**config.mk**
```make
export PLATFORM = sky130hd
export DESIGN_NAME = slotted_page_space_manager_unit_flat
export DESIGN_NICKNAME = d
export VERILOG_FILES = /design/src/rtl/spsm_pkg.sv /design/src/rtl/spsm_req_if.sv /design/src/rtl/spsm_rsp_if.sv /design/src/rtl/slotted_page_space_manager_unit.sv /design/src/rtl/spsm_slot_dir.sv /design/src/flat_wrapper.sv
export VERILOG_INCLUDE_DIRS = /design/src /design/src/rtl
export SDC_FILE = /design/constraint.sdc
export NUM_CORES = 1
export LEC_CHECK = 0
export ABC_AREA = 1
export BUFFER_PORTS_ARGS = -buffer_cell sky130_fd_sc_hd__buf_2
export CAP_MARGIN = 15
export CORE_MARGIN = 1
export CORE_UTILIZATION = 45
export DETAILED_ROUTE_END_ITERATION = 8
export PLACE_DENSITY = 0.68
export SYNTH_ARGS = -nofsm -noshare
export SYNTH_HDL_FRONTEND = slang
export SYNTH_SLANG_ARGS = --single-unit
```
**constraint.sdc**
```tcl
create_clock -name clock -period 12.45 [get_ports clock]
set_clock_uncertainty 0.05 [all_clocks]
set_input_delay 1.245 -clock clock [delete_from_list [all_inputs] [get_ports clock]]
set_output_delay 1.245 -clock clock [all_outputs]
set_load 0.02 [all_outputs]
```
**src/rtl/slotted_page_space_manager_unit_defines.svh**
```systemverilog
// ----------------------------------------------------------------------------
// Slotted page space manager - assertion macros
// Concurrent assertion wrappers, removed when ASSERT_OFF is defined.
// ----------------------------------------------------------------------------
`ifndef SLOTTED_PAGE_SPACE_MANAGER_UNIT_DEFINES_SVH
`define SLOTTED_PAGE_SPACE_MANAGER_UNIT_DEFINES_SVH

`ifndef ASSERT_OFF
`define SPSM_ASSERT_ALWAYS(lbl, clk, rst, expr, msg) \
   lbl: assert property (@(posedge clk) disable iff (rst) (expr)) else $error(msg);
`define SPSM_ASSERT_IMPLIES(lbl, clk, rst, ante, cons, msg) \
   lbl: assert property (@(posedge clk) disable iff (rst) (ante) |-> (cons)) else $error(msg);
`else
`define SPSM_ASSERT_ALWAYS(lbl, clk, rst, expr, msg)
`define SPSM_ASSERT_IMPLIES(lbl, clk, rst, ante, cons, msg)
`endif

`endif

```
**src/rtl/spsm_pkg.sv**
```systemverilog
// ----------------------------------------------------------------------------
// Slotted page space manager - package
// Page geometry, field widths, codes and shared types.
// ----------------------------------------------------------------------------
package spsm_pkg;

   localparam int unsigned PageBytes   = 4096;
   localparam int unsigned MaxSlots    = 64;
   localparam int unsigned HeaderBytes = 32;
   localparam int unsigned SlotBytes   = 8;

   localparam int unsigned LenW       = 13;
   localparam int unsigned SlotW      = 6;
   localparam int unsigned CountW     = 7;
   localparam int unsigned StatusW    = 2;
   localparam int unsigned GroupW     = 8;
   localparam int unsigned GroupCount = MaxSlots / GroupW;
   localparam int unsigned GroupIdxW  = $clog2(GroupCount);
   localparam int unsigned BitIdxW    = $clog2(GroupW);

   localparam logic [LenW-1:0]   FREE_RESET = LenW'(PageBytes - HeaderBytes - SlotBytes);
   localparam logic [LenW-1:0]   DATA_RESET = LenW'(PageBytes);
   localparam logic [LenW-1:0]   LEN_MAX    = {LenW{1'b1}};
   localparam logic [CountW-1:0] SLOTS_ALL  = CountW'(MaxSlots);

   typedef enum logic {
      OP_INSERT = 1'b0,
      OP_REMOVE = 1'b1
   } op_type;

   typedef enum logic [StatusW-1:0] {
      STATUS_OK         = 2'd0,
      STATUS_NO_SPACE   = 2'd1,
      STATUS_DIR_FULL   = 2'd2,
      STATUS_EMPTY_SLOT = 2'd3
   } status_type;

   typedef enum logic [1:0] {
      ST_IDLE,
      ST_EXEC,
      ST_SCAN,
      ST_DONE
   } state_type;

   typedef struct packed {
      logic                 rd_en;
      logic [SlotW-1:0]     rd_slot;
      logic                 wr_en;
      logic [SlotW-1:0]     wr_slot;
      logic [LenW-1:0]      wr_len;
      logic                 clr_en;
      logic [SlotW-1:0]     clr_slot;
      logic                 scan_start;
      logic [GroupIdxW-1:0] scan_group;
   } dir_cmd_type;

   typedef struct packed {
      logic              rd_used;
      logic [LenW-1:0]   rd_len;
      logic              scan_done;
      logic [CountW-1:0] scan_next;
   } dir_stat_type;

   function automatic logic [LenW-1:0] dir_end_bytes(input logic [CountW-1:0] n);
      dir_end_bytes = LenW'(HeaderBytes) + LenW'(n) * LenW'(SlotBytes);
   endfunction

endpackage

```
**src/rtl/spsm_req_if.sv**
```systemverilog
// ----------------------------------------------------------------------------
// Slotted page space manager - request channel
// Valid/ready channel carrying one page operation.
// ----------------------------------------------------------------------------
interface spsm_req_if;
   logic                      valid;
   logic                      ready;
   logic                      op;
   logic [spsm_pkg::LenW-1:0]  record_length;
   logic [spsm_pkg::SlotW-1:0] slot_index;

   modport source (output valid, op, record_length, slot_index, input ready);
   modport sink   (input valid, op, record_length, slot_index, output ready);
endinterface

```
**src/rtl/spsm_rsp_if.sv**
```systemverilog
// ----------------------------------------------------------------------------
// Slotted page space manager - response channel
// Valid/ready channel carrying one operation result.
// ----------------------------------------------------------------------------
interface spsm_rsp_if;
   logic                        valid;
   logic                        ready;
   logic [spsm_pkg::StatusW-1:0] status;
   logic [spsm_pkg::SlotW-1:0]   slot_number;
   logic [spsm_pkg::LenW-1:0]    free_bytes;

   modport source (output valid, status, slot_number, free_bytes, input ready);
   modport sink   (input valid, status, slot_number, free_bytes, output ready);
endinterface

```
**src/rtl/slotted_page_space_manager_unit.sv**
```systemverilog
// ----------------------------------------------------------------------------
// Slotted page space manager
// Slot directory and free space bookkeeping of one slotted database page.
//
//   channel   dir  handshake      payload
//   req_chan  in   valid/ready    op, record_length, slot_index
//   rsp_chan  out  valid/ready    status, slot_number, free_bytes
//
// One operation at a time. Refused inserts and all removes go from the execute
// state straight to the done state; a successful insert adds a free slot
// scan, one 8-slot group of used bits per cycle from the taken slot's group
// upward, until a group with a free slot or the last group is reached.
// A waiting result sits in the response register while the next request
// is taken; a stalled response holds completion of the following one.
// ----------------------------------------------------------------------------
`include "slotted_page_space_manager_unit_defines.svh"

module slotted_page_space_manager_unit (
   input logic        clock,
   input logic        reset,
   spsm_req_if.sink   req_chan,
   spsm_rsp_if.source rsp_chan
);

   spsm_pkg::state_type    state_ff, state_in;
   spsm_pkg::dir_cmd_type  dir_cmd;
   spsm_pkg::dir_stat_type dir_stat;

   logic                          req_accept;
   logic                          op_ff;
   logic [spsm_pkg::LenW-1:0]     len_ff;
   logic [spsm_pkg::SlotW-1:0]    idx_ff;

   logic [spsm_pkg::CountW-1:0]   first_free_ff, first_free_in;
   logic [spsm_pkg::CountW-1:0]   record_count_ff, record_count_in;
   logic [spsm_pkg::CountW-1:0]   directory_slots_ff, directory_slots_in;
   logic [spsm_pkg::LenW-1:0]     free_space_ff, free_space_in;
   logic [spsm_pkg::LenW-1:0]     data_start_ff, data_start_in;

   spsm_pkg::status_type          res_status_ff, res_status_in;
   logic [spsm_pkg::SlotW-1:0]    res_slot_ff, res_slot_in;

   logic                          rsp_valid_ff, rsp_valid_in;
   logic [spsm_pkg::StatusW-1:0]  rsp_status_ff;
   logic [spsm_pkg::SlotW-1:0]    rsp_slot_ff;
   logic [spsm_pkg::LenW-1:0]     rsp_free_ff;

   logic [spsm_pkg::CountW-1:0]   new_dir;
   logic [spsm_pkg::LenW-1:0]     dir_end;
   logic [spsm_pkg::LenW-1:0]     gap;
   logic [spsm_pkg::LenW:0]       free_sum;
   logic                          ins_short, ins_full, gap_short, ins_ok, rem_ok;
   logic                          rsp_load;

   spsm_slot_dir u_dir (
      .clock (clock),
      .reset (reset),
      .cmd   (dir_cmd),
      .stat  (dir_stat)
   );

   assign req_chan.ready = (state_ff == spsm_pkg::ST_IDLE);
   assign req_accept     = req_chan.valid && req_chan.ready;

   assign new_dir   = (first_free_ff >= directory_slots_ff) ? first_free_ff + 1'b1
                                                           : directory_slots_ff;
   assign dir_end   = spsm_pkg::dir_end_bytes(new_dir);
   assign gap       = (data_start_ff > dir_end) ? data_start_ff - dir_end : '0;
   assign ins_short = len_ff > free_space_ff;
   assign ins_full  = first_free_ff >= spsm_pkg::SLOTS_ALL;
   assign gap_short = gap < len_ff;
   assign ins_ok    = !ins_short && !ins_full && !gap_short;
   assign rem_ok    = dir_stat.rd_used;
   assign free_sum  = {1'b0, free_space_ff} + {1'b0, dir_stat.rd_len};
   assign rsp_load  = (state_ff == spsm_pkg::ST_DONE) && (!rsp_valid_ff || rsp_chan.ready);

   // next state
   always_comb begin
      state_in = state_ff;
      case (state_ff)
         spsm_pkg::ST_IDLE: begin
            if (req_accept) begin
               state_in = spsm_pkg::ST_EXEC;
            end
         end
         spsm_pkg::ST_EXEC: begin
            if (op_ff == spsm_pkg::OP_INSERT && ins_ok) begin
               state_in = spsm_pkg::ST_SCAN;
            end else begin
               state_in = spsm_pkg::ST_DONE;
            end
         end
         spsm_pkg::ST_SCAN: begin
            if (dir_stat.scan_done) begin
               state_in = spsm_pkg::ST_DONE;
            end
         end
         spsm_pkg::ST_DONE: begin
            if (rsp_load) begin
               state_in = spsm_pkg::ST_IDLE;
            end
         end
         default: begin
            state_in = spsm_pkg::ST_IDLE;
         end
      endcase
   end

   // outputs and state updates
   always_comb begin
      dir_cmd            = '0;
      dir_cmd.rd_en      = req_accept;
      dir_cmd.rd_slot    = req_chan.slot_index;
      first_free_in      = first_free_ff;
      record_count_in    = record_count_ff;
      directory_slots_in = directory_slots_ff;
      free_space_in      = free_space_ff;
      data_start_in      = data_start_ff;
      res_status_in      = res_status_ff;
      res_slot_in        = res_slot_ff;
      case (state_ff)
         spsm_pkg::ST_EXEC: begin
            res_slot_in = '0;
            if (op_ff == spsm_pkg::OP_INSERT) begin
               if (ins_short || (!ins_full && gap_short)) begin
                  res_status_in = spsm_pkg::STATUS_NO_SPACE;
               end else if (ins_full) begin
                  res_status_in = spsm_pkg::STATUS_DIR_FULL;
               end else begin
                  res_status_in      = spsm_pkg::STATUS_OK;
                  res_slot_in        = first_free_ff[spsm_pkg::SlotW-1:0];
                  dir_cmd.wr_en      = 1'b1;
                  dir_cmd.wr_slot    = first_free_ff[spsm_pkg::SlotW-1:0];
                  dir_cmd.wr_len     = len_ff;
                  dir_cmd.scan_start = 1'b1;
                  dir_cmd.scan_group =
                     first_free_ff[spsm_pkg::SlotW-1:spsm_pkg::BitIdxW];
                  data_start_in      = data_start_ff - len_ff;
                  free_space_in      = free_space_ff - len_ff;
                  record_count_in    = record_count_ff + 1'b1;
                  directory_slots_in = new_dir;
               end
            end else if (rem_ok) begin
               res_status_in    = spsm_pkg::STATUS_OK;
               dir_cmd.clr_en   = 1'b1;
               dir_cmd.clr_slot = idx_ff;
               free_space_in    = free_sum[spsm_pkg::LenW] ? spsm_pkg::LEN_MAX
                                                           : free_sum[spsm_pkg::LenW-1:0];
               record_count_in  = record_count_ff - 1'b1;
               if (spsm_pkg::CountW'(idx_ff) < first_free_ff) begin
                  first_free_in = spsm_pkg::CountW'(idx_ff);
               end
            end else begin
               res_status_in = spsm_pkg::STATUS_EMPTY_SLOT;
            end
         end
         spsm_pkg::ST_SCAN: begin
            if (dir_stat.scan_done) begin
               first_free_in = dir_stat.scan_next;
            end
         end
         default: begin
         end
      endcase
   end

   assign rsp_valid_in = rsp_load || (rsp_valid_ff && !rsp_chan.ready);

   always_ff @(posedge clock) begin
      if (reset) begin
         state_ff           <= spsm_pkg::ST_IDLE;
         first_free_ff      <= '0;
         record_count_ff    <= '0;
         directory_slots_ff <= '0;
         free_space_ff      <= spsm_pkg::FREE_RESET;
         data_start_ff      <= spsm_pkg::DATA_RESET;
         rsp_valid_ff       <= 1'b0;
      end else begin
         state_ff           <= state_in;
         first_free_ff      <= first_free_in;
         record_count_ff    <= record_count_in;
         directory_slots_ff <= directory_slots_in;
         free_space_ff      <= free_space_in;
         data_start_ff      <= data_start_in;
         rsp_valid_ff       <= rsp_valid_in;
      end
   end

   always_ff @(posedge clock) begin
      if (req_accept) begin
         op_ff  <= req_chan.op;
         len_ff <= req_chan.record_length;
         idx_ff <= req_chan.slot_index;
      end
      res_status_ff <= res_status_in;
      res_slot_ff   <= res_slot_in;
      if (rsp_load) begin
         rsp_status_ff <= res_status_ff;
         rsp_slot_ff   <= res_slot_ff;
         rsp_free_ff   <= free_space_ff;
      end
   end

   assign rsp_chan.valid       = rsp_valid_ff;
   assign rsp_chan.status      = rsp_status_ff;
   assign rsp_chan.slot_number = rsp_slot_ff;
   assign rsp_chan.free_bytes  = rsp_free_ff;

   `SPSM_ASSERT_ALWAYS(a_free_bound, clock, reset,
      free_space_ff <= spsm_pkg::FREE_RESET, "free space above page capacity")
   `SPSM_ASSERT_ALWAYS(a_first_free_in_dir, clock, reset,
      first_free_ff <= directory_slots_ff, "first free slot beyond directory")
   `SPSM_ASSERT_ALWAYS(a_count_in_dir, clock, reset,
      record_count_ff <= directory_slots_ff, "record count beyond directory")
   `SPSM_ASSERT_IMPLIES(a_data_above_dir, clock, reset, state_ff == spsm_pkg::ST_IDLE,
      data_start_ff >= spsm_pkg::dir_end_bytes(directory_slots_ff),
      "record data overlaps directory")

endmodule

```
**src/rtl/spsm_slot_dir.sv**
```systemverilog
// ----------------------------------------------------------------------------
// Slotted page space manager - slot directory
// Slot used bits, record length memory and the group-wise free slot scan.
// ----------------------------------------------------------------------------
module spsm_slot_dir (
   input  logic                   clock,
   input  logic                   reset,
   input  spsm_pkg::dir_cmd_type  cmd,
   output spsm_pkg::dir_stat_type stat
);

   localparam int unsigned GW = spsm_pkg::GroupW;

   logic [spsm_pkg::MaxSlots-1:0]  used_ff, used_in;
   logic [spsm_pkg::LenW-1:0]      len_mem [spsm_pkg::MaxSlots];
   logic [spsm_pkg::LenW-1:0]      rd_len_ff;
   logic                           rd_used_ff;
   logic                           scan_busy_ff, scan_busy_in;
   logic [spsm_pkg::GroupIdxW-1:0] scan_group_ff, scan_group_in;
   logic [GW-1:0]                  group_bits;
   logic [spsm_pkg::BitIdxW-1:0]   first_zero;
   logic                           group_hit;
   logic                           scan_last;

   always_comb begin
      used_in = used_ff;
      if (cmd.wr_en) begin
         used_in[cmd.wr_slot] = 1'b1;
      end
      if (cmd.clr_en) begin
         used_in[cmd.clr_slot] = 1'b0;
      end
   end

   always_ff @(posedge clock) begin
      if (reset) begin
         used_ff <= '0;
      end else begin
         used_ff <= used_in;
      end
   end

   always_ff @(posedge clock) begin
      if (cmd.wr_en) begin
         len_mem[cmd.wr_slot] <= cmd.wr_len;
      end
      if (cmd.rd_en) begin
         rd_len_ff  <= len_mem[cmd.rd_slot];
         rd_used_ff <= used_ff[cmd.rd_slot];
      end
   end

   assign group_bits = used_ff[{scan_group_ff, {spsm_pkg::BitIdxW{1'b0}}} +: GW];
   assign group_hit  = ~&group_bits;
   assign scan_last  = (scan_group_ff == spsm_pkg::GroupIdxW'(spsm_pkg::GroupCount - 1));

   always_comb begin
      first_zero = '0;
      for (int i = GW - 1; i >= 0; i--) begin
         if (!group_bits[i]) begin
            first_zero = spsm_pkg::BitIdxW'(i);
         end
      end
   end

   always_comb begin
      scan_busy_in  = scan_busy_ff;
      scan_group_in = scan_group_ff;
      if (cmd.scan_start) begin
         scan_busy_in  = 1'b1;
         scan_group_in = cmd.scan_group;
      end else if (scan_busy_ff) begin
         if (group_hit || scan_last) begin
            scan_busy_in = 1'b0;
         end else begin
            scan_group_in = scan_group_ff + 1'b1;
         end
      end
   end

   always_ff @(posedge clock) begin
      if (reset) begin
         scan_busy_ff  <= 1'b0;
         scan_group_ff <= '0;
      end else begin
         scan_busy_ff  <= scan_busy_in;
         scan_group_ff <= scan_group_in;
      end
   end

   always_comb begin
      stat.rd_used   = rd_used_ff;
      stat.rd_len    = rd_len_ff;
      stat.scan_done = scan_busy_ff && (group_hit || scan_last);
      stat.scan_next = group_hit ? spsm_pkg::CountW'({scan_group_ff, first_zero})
                                 : spsm_pkg::SLOTS_ALL;
   end

endmodule

```
**src/flat_wrapper.sv**
```systemverilog
// flat-port wrapper written by rule: the top's interface ports become plain ports
module slotted_page_space_manager_unit_flat 
  (clock, reset, req_chan_valid, req_chan_op, req_chan_record_length, req_chan_slot_index, req_chan_ready, rsp_chan_valid, rsp_chan_status, rsp_chan_slot_number, rsp_chan_free_bytes, rsp_chan_ready);
  spsm_req_if req_chan_i ();
  spsm_rsp_if rsp_chan_i ();
  input logic clock;
  input logic reset;
  input wire logic [$bits(req_chan_i.valid)-1:0] req_chan_valid;
  input wire logic [$bits(req_chan_i.op)-1:0] req_chan_op;
  input wire logic [$bits(req_chan_i.record_length)-1:0] req_chan_record_length;
  input wire logic [$bits(req_chan_i.slot_index)-1:0] req_chan_slot_index;
  output wire logic [$bits(req_chan_i.ready)-1:0] req_chan_ready;
  output wire logic [$bits(rsp_chan_i.valid)-1:0] rsp_chan_valid;
  output wire logic [$bits(rsp_chan_i.status)-1:0] rsp_chan_status;
  output wire logic [$bits(rsp_chan_i.slot_number)-1:0] rsp_chan_slot_number;
  output wire logic [$bits(rsp_chan_i.free_bytes)-1:0] rsp_chan_free_bytes;
  input wire logic [$bits(rsp_chan_i.ready)-1:0] rsp_chan_ready;
  assign req_chan_i.valid = req_chan_valid;
  assign req_chan_i.op = req_chan_op;
  assign req_chan_i.record_length = req_chan_record_length;
  assign req_chan_i.slot_index = req_chan_slot_index;
  assign req_chan_ready = req_chan_i.ready;
  assign rsp_chan_valid = rsp_chan_i.valid;
  assign rsp_chan_status = rsp_chan_i.status;
  assign rsp_chan_slot_number = rsp_chan_i.slot_number;
  assign rsp_chan_free_bytes = rsp_chan_i.free_bytes;
  assign rsp_chan_i.ready = rsp_chan_ready;
  slotted_page_space_manager_unit u_core (.clock(clock), .reset(reset), .req_chan(req_chan_i), .rsp_chan(rsp_chan_i));
endmodule
```
==> metrics, run 1 <==
vias in the first global route=29210; TritonCTS clock tree=yes; ys flop type=edfxtp_1; WL final=123.1 mm; Syn Area/Cell=11.09 µm²; overall global routing resource usage=24.75%; Leak=15.73 nW; layout cell share with drive strength beyond 1=7.806%; Crit Path Class=register to register; Peak supply drop=0.1619 mV; endpoints failing hold=0; Clk pin slew, worst setup/hold paths=0.06 ns; Crit. End Element=register; pre-CTS WS=5.213 ns; RSZ-0062 raised after global routing=no; CTS root buf=clkbuf_16; # diodes=0; Nets=4019; Pwr Density=172.6 nW/µm²; most frequent cells in the layout=edfxtp_1, o21ai_0, nor2_1; post-CTS setup buffers=0; wire length per cell=23.39 µm; max_cap viols=0; drt first pass iters=6; Distinct cells, synth=54; Worst setup SP type=register; Slew Viols, Final=0; hold_buf cts=0; Post-Syn Instances=3941; gpl congestion=0.9738; Max clock buf depth=3; Fill cells=8233; FP Rows=113; Die Wd=313.6 µm; Port Buffer Count=46; placed inst area=45150 µm²; H-tree lvl count=3; final cell count without fillers=5262; largest net degree at the start of global routing=180; Final Critical Period=7.268 ns; FMAX=137.6 MHz; Syn Std Cell Area=43690 µm²; Worst-Margin Slew=1.181 ns; Hold Worst Slack=0.3708 ns; CP required=12.71 ns; DR vias=31280; DRC viols=0; WP data arrival=7.53 ns; Post-synth EDFFs=895; Synth warnings=0; final setup margin=5.182 ns; commonest non-fill, non-tap cell in the layout=edfxtp_1; Final Instance Area=48300 µm²; area grow syn2layout=10.55%; ys async rst share=0%; Clk Latency, worst-skew pair=0.68 ns; Total Neg Setup Slack=0 ns; total die area=98340 µm²; Hold Path Class=register to register; Initial Util=45.71%; final setup fails=0; global-route wire length before repair=184.1 mm; crit share post-route=58.38%; net count after synthesis=4048; post-CTS sizing=0; floorplan core area=95580 µm²; Slew HR=21.03%; part of the Yosys area used for sequential elements=66.60%; Num CTS Buffers=100; placed cell count=5074; DR vias/cell=5.944; I/O Pins=47; run status=finished clean; first-iteration detailed-routing DRC count=4042; #FFs+latches synth=1006; initial antenna violation count=1; CP Max Fanout=15; DRT antenna net count=0; GRT overflow=0; DP HPWL=72.27 mm; height of the die=313.6 µm; clock sink count=1006
layout make-up:
cell class	instances	area, µm²	share of cell area, %
clock buffer	128	2670	5.528
clock inverter	59	469.2	0.9714
inverter	218	832.0	1.723
multi-input combinational	2481	12920	26.75
sequential	1006	29100	60.24
tap	1265	1583	3.277
timing repair buffer	105	729.5	1.510
Yosys cell counts (5+ instances only):
cell,number,area share [%]
a211oi_1,6,0.10
a21oi_1,183,2.1
a221oi_1,8,0.16
buf_1,16,0.14
buf_2,30,0.34
clkbuf_1,184,1.6
dfxtp_1,111,5.1
edfxtp_1,895,62
ha_1,79,2.3
inv_1,208,1.8
inv_2,8,0.069
nand2_1,363,3.1
nand3_1,60,0.69
nand3b_1,6,0.10
nand4_1,19,0.27
nor2_1,671,5.8
nor2_2,8,0.11
nor2_4,5,0.13
nor3_1,14,0.16
o211ai_1,20,0.34
o21a_1,8,0.14
o21ai_0,665,7.6
o21bai_1,7,0.12
o221ai_1,25,0.50
o22ai_1,229,3.3
o311ai_0,5,0.10
o32ai_1,8,0.16
xnor2_1,11,0.22
xor2_1,29,0.58
through the flow:
step / utilization [%] / power [mW]
3_3_place_gp: 47.24 / 5.472
5_1_grt: 50.54 / 8.677
6_report: 50.54 / 8.337
2_1_floorplan: - / 5.076
4_1_cts: 50.53 / 8.346
3_5_place_dp: 47.24 / 5.480
routing by layer:
metal,global-route usage [%],up-vias,routed length (µm)
met5,0,-,0
met4,10.96,0,5131
met3,3.602,283,11740
met2,38.59,1653,56200
met1,34.49,15200,50010
li1,-,14150,-
registers in the layout, indices dropped and copies added, names as in the netlist, 13 cells and up:
| register | count |
|---|---|
| u_core.u_dir.rd_len_ff | 13 |
| u_core.rsp_chan.free_bytes | 13 |
| u_core.len_ff | 13 |
| u_core.free_space_ff | 13 |
| u_core.u_dir.len_mem | 832 |
| u_core.u_dir.used_ff | 64 |
| u_core.data_start_ff | 13 |
cell families after synthesis:
kind of cell	after synthesis	synth area share [%]
fa+ha+maj	83	2.446
flops	1006	66.60
xor+xnor	40	0.8019
mux	1	0.02291
buf+inv	454	4.084
simple gates	1171	11.04
compound gates	1186	15.01
critical path, stage by stage, from the launching register on:
cell	delay [ns]
dfxtp_1	0.66
ha_1	0.35
nand3_1	0.08
nor2_1	0.04
nand3_1	0.06
o2111ai_1	0.44
o21ai_0	0.63
nand3_1	0.21
or3_1	0.36
ha_1	0.36
nand2_2	0.10
nor3_2	0.17
nand3_1	0.12
nand2_1	0.35
a21oi_1	0.08
o21a_1	0.12
ha_1	0.30
nand4_1	0.13
nor3_1	0.20
nand2_2	0.09
nand2_4	0.23
nand3_1	0.17
nor2_2	0.15
nand2_1	0.14
nor2_4	0.30
nand2_1	0.25
inv_1	0.72
path summary, 6_finish.rpt:
check	startpoint	end	slack (ns)	cells after the start
setup / recovery	u_core.first_free_ff[3]	u_core.u_dir.len_mem[49][8]	5.18	26
hold / removal	u_core.res_slot_ff[1]	u_core.rsp_chan.slot_number[1]	0.37	0
setup reg to reg	u_core.first_free_ff[3]	u_core.u_dir.len_mem[49][8]	5.18	26
hold reg to reg	u_core.res_slot_ff[1]	u_core.rsp_chan.slot_number[1]	0.37	0
report_power, final:
group | switching (mW) | internal (mW) | total (mW)
logic | 1.08 | 0.480 | 1.56
registers | 0.0869 | 3.79 | 3.88
clock network | 1.30 | 1.61 | 2.91
total | 2.46 | 5.88 | 8.34
(Power assumes the default switching activity.)
==> inputs of run 2 (changes only) <==
- clock period: 12.45 -> 7.5 ns (I/O delays scaled with it)
==> run 2 against run 1 <==
Net effect: critical path depth grew 1; worst hold slack lost 0.17 ns; total power grew 70%; setup slack lost 4.6 ns; highest routed layer is now met5; maximum frequency grew 4.6%; non-clock buffer count grew 8; flip-flop and latch count is the same.
==> metrics, run 2 (synthesis gave the netlist of run 1 again) <==
run status=finished clean; R2R Path End=u_core.u_dir.len_mem[50][10]; Setup crit end=u_core.u_dir.len_mem[50][10]; Sequential Area=29100 µm²; placed cell count=5083; commonest non-fill, non-tap cell in the layout=edfxtp_1; most frequent cells in the layout=edfxtp_1, o21ai_0, nor2_1; Worst path depth=27; endpoints failing hold=0; CTS root buf=clkbuf_16; Util after Layout=50.74%; FMAX=144.0 MHz; RSZ-0062 raised after global routing=no; layout cell share with drive strength beyond 1=7.919%; CP Max Fanout=15; Clk pin slew, worst setup/hold paths=0.06 ns; first-iteration detailed-routing DRC count=3776; sequential share of power=45.5%; Clk pwr share=35.7%; max_cap viols=0; most frequent CP cell=nand3_1; DRT antenna net count=0; DRC viols=0; Peak supply drop=0.2092 mV; Slew Viols, Final=0; H-tree lvl count=3; Reg with most FFs=u_core.u_dir.len_mem; Clk Latency, worst-skew pair=0.68 ns; Initial Util=45.71%; footprint of the multi-input gates=12910 µm²; DR vias=31070; WP buf/inv=2; Nets=4027; Sw Pwr=4.136 mW; Num CTS Buffers=100; Worst setup SP type=register; total die area=98340 µm²; vias in the first global route=29180; area grow syn2layout=11.01%; Crit Path Class=register to register; wire length per cell=23.53 µm; max reg flops=832; GRT overflow=0; Pwr Density=291.9 nW/µm²; overall global routing resource usage=24.79%; TritonCTS clock tree=yes; Largest delay share family, worst path=simple AND/OR/NAND/NOR gates; drt first pass iters=6; Final Critical Period=6.946 ns; reg2reg start=u_core.first_free_ff[3]; Die Wd=313.6 µm; switching share of power=29.22%; Max clock buf depth=3; WP data arrival=7.20 ns; Hold Path Class=input port to register; Total Neg Setup Slack=0 ns; Port Buffer Count=46; final cell count without fillers=5269; reg2reg setup slack=0.55 ns; Crit. End Element=register; Hold Worst Slack=0.1987 ns; PnR Total Power=14.16 mW; final setup fails=0; Largest regs=u_core.u_dir.len_mem x832, u_core.u_dir.used_ff x64; Int Pwr=10.02 mW; CP required=7.75 ns; height of the die=313.6 µm; clock sink count=1006; floorplan core area=95580 µm²; Leak=15.78 nW; post-CTS setup buffers=0; Crit-path slowest cell=dfxtp_1; I/O Pins=47; Critical Path Start=u_core.first_free_ff[3]; reg2reg path depth=27; initial antenna violation count=5; WL final=124.0 mm; DP HPWL=75.25 mm; Fill cells=8326; DR vias/cell=5.896; combinational share of power=18.8%; FP Rows=113; Worst-Margin Slew=1.284 ns; max incr delay on CP=0.70 ns; Slew HR=14.08%; global-route wire length before repair=183.5 mm; largest net degree at the start of global routing=147; crit share post-route=92.61%; gpl congestion=1.045
run 2: cell types whose count changed in the layout (fill, tap and decap cells not counted), moves of 3 or more:
cell        previous run  this run
clkinvlp_4             1         5
clkbuf_1              24        28
inv_1                206       203
bufinv_16              4        11
o21ai_0              665       662
o21ai_1                2         5
clkinv_2              26        12
buf_4                 57        66
run 2: final cells by class:
type                    instances  area share, %
flip-flops and latches       1006          60.00
repair buffers                113          1.602
diodes                          1       0.005160
clock inverters                52          1.200
clock buffers                 133          5.565
inverters                     218          1.739
well taps                    1265          3.264
multi-input cells            2481          26.63
run 2: how the worst min path moves through the flow:
| stage | from | endpoint | slack (ns) | cells after the start |
|---|---|---|---|---|
| floorplan | u_core.res_slot_ff[0] | u_core.rsp_chan.slot_number[0] | 0.35 | 0 |
| global placement | u_core.res_slot_ff[5] | u_core.rsp_chan.slot_number[5] | 0.36 | 0 |
| detailed placement | u_core.res_status_ff[0] | u_core.rsp_chan.status[0] | 0.37 | 0 |
| CTS | req_chan_record_length[1] | u_core.len_ff[1] | 0.17 | 1 |
| global route | req_chan_record_length[1] | u_core.len_ff[1] | 0.19 | 1 |
| finish | req_chan_record_length[9] | u_core.len_ff[9] | 0.20 | 1 |
run 2: power groups by stage:
| stage | combinational (mW) | sequential, mW | clock [mW] |
|---|---|---|---|
| after CTS | 2.64 | 6.44 | 5.09 |
| final | 2.67 | 6.43 | 5.05 |
| after global placement | 2.61 | 6.55 | 0 |
| after detailed placement | 2.62 | 6.55 | 0 |
| after global routing | 2.96 | 6.45 | 5.28 |
| after floorplan | 1.93 | 6.49 | 0 |
run 2: what timing repair did:
action                     CTS  global route
hold buffers                 0             0
hold endpoints to repair     0             0
setup endpoints to repair    0           472
gates resized for setup      0             6
run 2: per-layer routing:
metal	track usage [%]	wire length, µm
met5	0	13
met2	39.73	57340
met4	9.523	4583
met3	3.595	10920
met1	34.20	51120
run 2: through the flow:
stage / worst slack, ns / instance area (µm²)
global placement: 0.5293 / 45200
global route: 0.01215 / 48500
CTS: 0.4098 / 48480
floorplan: 0.7702 / 43690
detailed placement: 0.4387 / 45200
finish: 0.5543 / 48500
